$ cat src/rtl/voc_pkg.sv
// Shared types and constants of the variant stream overlap chunker.
// Used by every module of the block but the checker; depends on nothing.
`timescale 1ns / 1ps

package voc_pkg;

    // Depth of the character history and widths derived from it
    localparam int MAX_OVERLAP = 32;
    localparam int HIST_AW     = (MAX_OVERLAP > 1) ? $clog2(MAX_OVERLAP) : 1;

    // Field widths
    localparam int CH_W  = 8;
    localparam int OVL_W = 6;

    localparam logic [OVL_W-1:0] OVL_RESET = 6'd32;
    localparam logic [OVL_W-1:0] OVL_MAX   = OVL_W'(MAX_OVERLAP);

    // Brace characters
    localparam logic [CH_W-1:0] CH_OPEN  = 8'h7B;
    localparam logic [CH_W-1:0] CH_CLOSE = 8'h7D;

    // Scanner phase
    typedef enum logic [1:0] {
        PH_OUTSIDE,
        PH_INSIDE,
        PH_COUNT
    } t_phase;

    // Scanner decision for the accepted character
    typedef struct packed {
        logic starts;   // character opens a new chunk
        logic replay;   // chunk ends here and the overlap is replayed
    } t_scan;

    // One result beat
    typedef struct packed {
        logic [CH_W-1:0] ch;
        logic            starts;
        logic            last;
    } t_result;

endpackage

$ cat src/rtl/voc_hist.sv
// Character history: shift line of the last MAX_OVERLAP characters.
// Depends on voc_pkg.
`timescale 1ns / 1ps

module voc_hist (
    input  logic                        i_clk,
    input  logic                        i_shift,
    input  logic [voc_pkg::CH_W-1:0]    i_ch,
    input  logic [voc_pkg::HIST_AW-1:0] i_rd_idx,
    output logic [voc_pkg::CH_W-1:0]    o_rd_ch
);
    import voc_pkg::*;

    logic [CH_W-1:0] r_hist [MAX_OVERLAP];

    // Shift toward index zero, newest at the top
    always_ff @(posedge i_clk) begin
        if (i_shift) begin
            for (int i = 0; i < MAX_OVERLAP - 1; i++) begin
                r_hist[i] <= r_hist[i+1];
            end
            r_hist[MAX_OVERLAP-1] <= i_ch;
        end
    end

    // Replay tap
    assign o_rd_ch = r_hist[i_rd_idx];

endmodule

$ cat src/rtl/voc_scan.sv
// Brace scanner: tracks brace phase, plain-character count and chunk state.
// Depends on voc_pkg.
`timescale 1ns / 1ps

module voc_scan (
    input  logic                      i_clk,
    input  logic                      i_rst_n,
    input  logic                      i_accept,
    input  logic [voc_pkg::CH_W-1:0]  i_ch,
    input  logic [voc_pkg::OVL_W-1:0] i_k,
    output voc_pkg::t_scan            o_scan
);
    import voc_pkg::*;

    t_phase           r_phase, n_phase;
    logic [OVL_W-1:0] r_count, n_count;
    logic             r_chunk_open, n_chunk_open;
    logic [OVL_W-1:0] count_inc;
    logic             done;
    logic             k_zero;

    assign count_inc = r_count + OVL_W'(1);
    assign k_zero    = (i_k == '0);

    // Chunk end decision
    always_comb begin
        case (r_phase)
            PH_INSIDE: done = (i_ch == CH_CLOSE) && k_zero;
            PH_COUNT:  done = (i_ch != CH_OPEN) && (count_inc >= i_k);
            default:   done = 1'b0;
        endcase
    end

    // Next state
    always_comb begin
        n_phase      = r_phase;
        n_count      = r_count;
        n_chunk_open = 1'b1;
        case (r_phase)
            PH_INSIDE: begin
                if (i_ch == CH_CLOSE) begin
                    n_phase = PH_COUNT;
                    n_count = '0;
                end
            end
            PH_COUNT: begin
                if (i_ch == CH_OPEN) begin
                    n_phase = PH_INSIDE;
                    n_count = '0;
                end else begin
                    n_count = count_inc;
                end
            end
            default: begin
                n_phase = (i_ch == CH_OPEN) ? PH_INSIDE : PH_OUTSIDE;
            end
        endcase
        if (done) begin
            n_phase      = PH_OUTSIDE;
            n_count      = '0;
            n_chunk_open = !k_zero;
        end
    end

    // Outputs
    always_comb begin
        o_scan.starts = !r_chunk_open;
        o_scan.replay = done && !k_zero;
    end

    always_ff @(posedge i_clk) begin
        if (!i_rst_n) begin
            r_phase      <= PH_OUTSIDE;
            r_count      <= '0;
            r_chunk_open <= 1'b0;
        end else if (i_accept) begin
            r_phase      <= n_phase;
            r_count      <= n_count;
            r_chunk_open <= n_chunk_open;
        end
    end

endmodule

$ cat src/rtl/voc_oreg.sv
// Result register in front of the output stream.
// Depends on voc_pkg.
`timescale 1ns / 1ps

module voc_oreg (
    input  logic             i_clk,
    input  logic             i_rst_n,
    input  logic             i_load,
    input  voc_pkg::t_result i_res,
    input  logic             i_ready,
    output logic             o_valid,
    output voc_pkg::t_result o_res,
    output logic             o_free
);
    import voc_pkg::*;

    logic    r_valid;
    t_result r_res;

    // Slot can take a new beat when empty or being drained this cycle
    assign o_free  = !r_valid || i_ready;
    assign o_valid = r_valid;
    assign o_res   = r_res;

    always_ff @(posedge i_clk) begin
        if (!i_rst_n) begin
            r_valid <= 1'b0;
        end else if (o_free) begin
            r_valid <= i_load;
        end
    end

    always_ff @(posedge i_clk) begin
        if (o_free && i_load) begin
            r_res <= i_res;
        end
    end

endmodule

$ cat src/rtl/variant_stream_overlap_chunker.sv
// Variant stream overlap chunker, top level.
// Depends on voc_pkg, voc_hist, voc_scan and voc_oreg.
//
// Usage:
//   s_axis carries one character per request in tdata. m_axis returns every
//   character in tdata, tuser marks the first character of a chunk, tlast the
//   final beat caused by one input character. i_cfg_wr_en / i_cfg_wr_data set
//   the overlap length (values above 32 act as 32); write it while idle.
//   An accepted character shows on m_axis in the cycle after it is accepted.
//   Throughput: one character per cycle while m_axis does not stall. When a
//   chunk ends, the closing character is followed by overlap_len replayed
//   beats from the history shift line, one per cycle unless m_axis stalls,
//   and s_axis_tready stays low until the last of them is loaded.
//   Reset (synchronous, active low) empties the result register, clears the
//   scanner to outside braces with no chunk open and sets overlap_len to 32;
//   the history needs no clearing.
//   A stall on m_axis holds the result register; s_axis_tready drops in the
//   same cycle since it follows the free state of that register.
`timescale 1ns / 1ps

module variant_stream_overlap_chunker (
    input  logic                      i_clk,
    input  logic                      i_rst_n,
    // configuration
    input  logic                      i_cfg_wr_en,
    input  logic [voc_pkg::OVL_W-1:0] i_cfg_wr_data,
    // input stream
    input  logic                      s_axis_tvalid,
    output logic                      s_axis_tready,
    input  logic [7:0]                s_axis_tdata,   // [7:0] ch
    // result stream
    output logic                      m_axis_tvalid,
    input  logic                      m_axis_tready,
    output logic [7:0]                m_axis_tdata,   // [7:0] out_ch
    output logic                      m_axis_tuser,   // [0] starts_chunk
    output logic                      m_axis_tlast
);
    import voc_pkg::*;

    logic [OVL_W-1:0]   r_ovl;
    logic               r_replay;
    logic [HIST_AW-1:0] r_rep_j;

    logic [OVL_W-1:0]   k;
    logic [OVL_W-1:0]   rd_pos;
    logic [OVL_W-1:0]   j_inc;
    logic               rep_last;
    logic               in_acc;
    logic               out_free;
    logic               load;
    logic [CH_W-1:0]    hist_ch;
    t_scan              scan;
    t_result            res;
    t_result            out_res;

    // Effective overlap, clamped to the history depth
    assign k = (r_ovl > OVL_MAX) ? OVL_MAX : r_ovl;

    // Replay position: oldest of the last k characters first
    assign j_inc    = OVL_W'(r_rep_j) + OVL_W'(1);
    assign rd_pos   = OVL_MAX - k + OVL_W'(r_rep_j);
    assign rep_last = (j_inc == k);

    assign s_axis_tready = !r_replay && out_free;
    assign in_acc        = s_axis_tvalid && s_axis_tready;

    // Result mux: replay beat or pass-through character
    always_comb begin
        if (r_replay) begin
            res.ch     = hist_ch;
            res.starts = (r_rep_j == '0);
            res.last   = rep_last;
            load       = 1'b1;
        end else begin
            res.ch     = s_axis_tdata;
            res.starts = scan.starts;
            res.last   = !scan.replay;
            load       = in_acc;
        end
    end

    // Configuration register
    always_ff @(posedge i_clk) begin
        if (!i_rst_n) begin
            r_ovl <= OVL_RESET;
        end else if (i_cfg_wr_en) begin
            r_ovl <= i_cfg_wr_data;
        end
    end

    // Replay sequencer
    always_ff @(posedge i_clk) begin
        if (!i_rst_n) begin
            r_replay <= 1'b0;
            r_rep_j  <= '0;
        end else if (r_replay) begin
            if (out_free) begin
                r_replay <= !rep_last;
                r_rep_j  <= j_inc[HIST_AW-1:0];
            end
        end else if (in_acc && scan.replay) begin
            r_replay <= 1'b1;
            r_rep_j  <= '0;
        end
    end

    voc_scan u_scan (
        .i_clk    (i_clk),
        .i_rst_n  (i_rst_n),
        .i_accept (in_acc),
        .i_ch     (s_axis_tdata),
        .i_k      (k),
        .o_scan   (scan)
    );

    voc_hist u_hist (
        .i_clk    (i_clk),
        .i_shift  (in_acc),
        .i_ch     (s_axis_tdata),
        .i_rd_idx (rd_pos[HIST_AW-1:0]),
        .o_rd_ch  (hist_ch)
    );

    voc_oreg u_oreg (
        .i_clk   (i_clk),
        .i_rst_n (i_rst_n),
        .i_load  (load),
        .i_res   (res),
        .i_ready (m_axis_tready),
        .o_valid (m_axis_tvalid),
        .o_res   (out_res),
        .o_free  (out_free)
    );

    assign m_axis_tdata = out_res.ch;
    assign m_axis_tuser = out_res.starts;
    assign m_axis_tlast = out_res.last;

endmodule

$ cat config.mk
export PLATFORM = sky130hd
export DESIGN_NAME = variant_stream_overlap_chunker
export DESIGN_NICKNAME = d
export VERILOG_FILES = /design/src/rtl/voc_pkg.sv /design/src/rtl/voc_hist.sv /design/src/rtl/voc_scan.sv /design/src/rtl/voc_oreg.sv /design/src/rtl/variant_stream_overlap_chunker.sv
export SDC_FILE = /design/constraint.sdc
export NUM_CORES = 1
export LEC_CHECK = 0
export BUFFER_PORTS_ARGS = -buffer_cell sky130_fd_sc_hd__buf_2
export CORE_ASPECT_RATIO = 1.5
export CORE_MARGIN = 3
export CORE_UTILIZATION = 45
export CTS_CLUSTER_SIZE = 20
export DETAILED_ROUTE_END_ITERATION = 8
export HOLD_SLACK_MARGIN = 0.1
export PLACE_DENSITY = 0.59
export SETUP_SLACK_MARGIN = 0.15
export SLEW_MARGIN = 20
export SYNTH_ARGS = -nofsm -noshare
export SYNTH_HDL_FRONTEND = slang
export SYNTH_SLANG_ARGS = --single-unit
$ cat constraint.sdc
create_clock -name i_clk -period 8.5 [get_ports i_clk]
set_input_delay 0.85 -clock i_clk [delete_from_list [all_inputs] [get_ports i_clk]]
set_output_delay 0.85 -clock i_clk [all_outputs]
set_load 0.005 [all_outputs]
==> flow_metrics.env <==
export IMPL_outcome="complete, no violations"
export IMPL_rows=72
export IMPL_ys_ff_latch=288
export IMPL_yosys_area_top_type="edfxtp_1"
export IMPL_synth_edff_count=266
export IMPL_grt_max_degree=168
export IMPL_critPathKind="flop to flop"
export IMPL_hold_class="flop to flop"
export IMPL_insertedDiodeCount=0
export IMPL_wirelength_um=23700
export IMPL_place_area_um2=12500
export IMPL_clock_sinks=288
export IMPL_cp_arrival_ns=3.81
export IMPL_postCtsSetupBuffers=0
export IMPL_die_y_um=205
export IMPL_detail_route_antenna_nets=0
export IMPL_h_tree_depth=1
export IMPL_crit_required_ns=8.78
export IMPL_clockPowerShare=0.386
export IMPL_fin_crit_ns=3.53
export IMPL_slowest_delay_ns=0.71
export IMPL_dpl_hpwl_um=14000
export IMPL_cap_violations=0
export IMPL_fin_util=0.515
export IMPL_hold_viol=0
export IMPL_max_freq_mhz=283
export IMPL_finalSetupViolations=0
export IMPL_finClkSkew_ns=0.0162
export IMPL_grt_overflow_total=0
export IMPL_synthFlopType="edfxtp_1"
export IMPL_core_area_um2=25900
export IMPL_cts_tree="built"
export IMPL_synth_commonest_cells="edfxtp_1 (266), mux4_2 (64), nand2_1 (48), nand3_1 (28), mux2i_1 (24)"
export IMPL_worst_slew_pin_slew_ns=1.10
export IMPL_die_w_um=139
export IMPL_cts_buffers=28
export IMPL_synth_area_um2=11900
export IMPL_die_area_um2=28500
export IMPL_relSlewSlack=0.268
export IMPL_ys_async_sr_fraction=0
export IMPL_gp_congestion=0.821
export IMPL_synth_cell_types=54
export IMPL_power_density_nw_per_um2=233
export IMPL_rsz0062_at_grt="no"
export IMPL_synth_area_top_cells="edfxtp_1 (67%), mux4_2 (12%), dfxtp_1 (3.7%)"
export IMPL_finalSetupTns_ns=0
export IMPL_p_leak_nw=4.57
export IMPL_seq_power_share=0.547
export IMPL_clockBufferDepth=3
export IMPL_grt_pass1_wl_um=37900
export IMPL_crit_path_max_fanout=56
export IMPL_design_area_um2=13400
export IMPL_avgRoutedWirePerCell_um=22.2
export IMPL_cp_slowest_cell="buf_4"
export IMPL_drt_initial_drc_count=487
export IMPL_comb_power_share=0.067
export IMPL_antenna_found_initial=0
export IMPL_final_max_slew_viol_count=0
export IMPL_start_util=0.459
export IMPL_r2r_slack_ns=4.97
export IMPL_vias=6247
export IMPL_synthCells=680
export IMPL_ys_seq_area_frac=0.707
export IMPL_fin_nets=754
export IMPL_layout_drive_gt1_share=0.220
export IMPL_clk_latency_ns=0.56
export IMPL_remaining_drc_errors=0
export IMPL_crit_path_end_kind="flop"
export IMPL_p_switching_w=0.000691
export IMPL_post_cts_resize_count=0
export IMPL_via_per_inst=5.84
export IMPL_ios=31
export IMPL_avgSynthCellArea_um2=17.5
export IMPL_ys_warn_count=0
export IMPL_swShare=0.222
export IMPL_synth_most_common_cell="edfxtp_1"
export IMPL_fin_crit_sh=0.415
export IMPL_syn_nets=715
export IMPL_grt_pass1_vias=6578
export IMPL_p_int_w=0.00243
export IMPL_path_cells="nor2b_1 -> ha_4 -> inv_1 -> fa_2 -> buf_4 -> mux4_2 -> mux2i_1 -> o21ai_0 -> nand3_1 -> a31oi_1"
export IMPL_root_buffer="clkbuf_16"
export IMPL_numPortBuffers=30
export IMPL_cts_hold_fix_buffers=0
export IMPL_startpoint_type="flop"
export IMPL_area_delta_synth_final_pct=12.0
export IMPL_synth_top_area_frac=0.670
export IMPL_grt_use_total=0.167
export IMPL_clk_pin_slew_ns=0.06
export IMPL_dr_pass1_iters=5
export IMPL_peakVddDrop_mv=0.150
[worst paths after layout]
| check | startpoint | endpoint | depth (start not counted) |
|---|---|---|---|
| setup / recovery | r_ovl[5] | u_oreg.o_res[7] | 10 |
| hold / removal | u_hist.r_hist[19][0] | u_hist.r_hist[18][0] | 0 |
| setup reg to reg | r_ovl[5] | u_oreg.o_res[7] | 10 |
| hold reg to reg | u_hist.r_hist[19][0] | u_hist.r_hist[18][0] | 0 |
[cell usage in the layout (no fill, tap or decap), types with 3 or more instances in the layout]
cell	n
nand3_1	28
o21a_1	3
nor3_1	3
o21ai_0	23
xnor2_1	7
ha_1	14
nand4_1	16
nor2_1	22
edfxtp_1	266
nand2_1	48
clkinv_1	3
o211ai_1	3
buf_4	8
buf_2	30
nor2b_1	11
dfxtp_1	22
nand4b_1	3
mux4_2	64
clkbuf_1	4
a21oi_1	9
inv_1	21
nand2b_1	4
xor2_1	4
clkbuf_16	28
mux2i_1	24
clkinv_2	5
a31oi_1	11
o22ai_1	4
[power groups by stage]
| stage | Sequential, W | Combinational [W] | Clock [W] |
|---|---|---|---|
| 2_1_floorplan | 0.00173 | 0.000152 | 0 |
| 3_3_place_gp | 0.00173 | 0.000206 | 0 |
| 3_5_place_dp | 0.00173 | 0.000211 | 0 |
| 4_1_cts | 0.00171 | 0.000211 | 0.00124 |
| 5_1_grt | 0.00172 | 0.000228 | 0.00129 |
| 6_report | 0.00171 | 0.000208 | 0.00120 |
[sequential cells by signal (all words and copies together) (netlist names)]
name	cells
r_ovl	6
r_rep_j	5
r_replay	1
u_hist.r_hist	256
u_oreg.o_res	10
u_oreg.o_valid	1
u_scan.r_chunk_open	1
u_scan.r_count	6
u_scan.r_phase	2
[worst max-delay path: cells and delay by family, from the launching register on]
| family | cells | cell delay, ns |
|---|---|---|
| DFF | 1 | 0.39 |
| buffers and inverters | 2 | 0.76 |
| adders and majority gates | 2 | 0.85 |
| AOI/OAI and AO/OA | 2 | 0.22 |
| and+or+nand+nor | 2 | 0.43 |
| muxes | 2 | 0.58 |
[cells by family after synthesis]
group / count (synthesis) / share of synthesized area
DFF: 288 / 0.707
and+or+nand+nor: 146 / 0.0623
muxes: 88 / 0.141
AOI/OAI and AO/OA: 75 / 0.0432
buffers and inverters: 53 / 0.0187
adders and majority gates: 16 / 0.0174
xor gates and xnor gates: 14 / 0.0103
[layout make-up]
type	instances	area, µm²
fill	2144	12600
sequential	288	8430
multi-input combinational	339	3310
clock buffer	34	743
tap	333	417
timing repair buffer	40	233
clock inverter	13	129
inverter	22	95.1
[routing by layer]
metal	wire length (µm)	vias up	GRT usage
met5	0	-	0
met4	517	0	0.0542
met3	1040	39	0.0221
met2	11900	149	0.282
met1	10200	3265	0.229
li1	-	2794	-
[metrics by stage]
stage	hold slack, ns	power [W]	instances	setup WS (ns)
detailed placement	0.429	0.00195	1022	4.81
CTS	0.443	0.00316	1069	4.92
finish	0.441	0.00312	1069	4.97
global route	0.452	0.00324	1069	4.78
floorplan	0.421	0.00188	680	1.69
global placement	0.427	0.00193	1022	5.00
No activity file was read; power rests on OpenSTA's default activity.
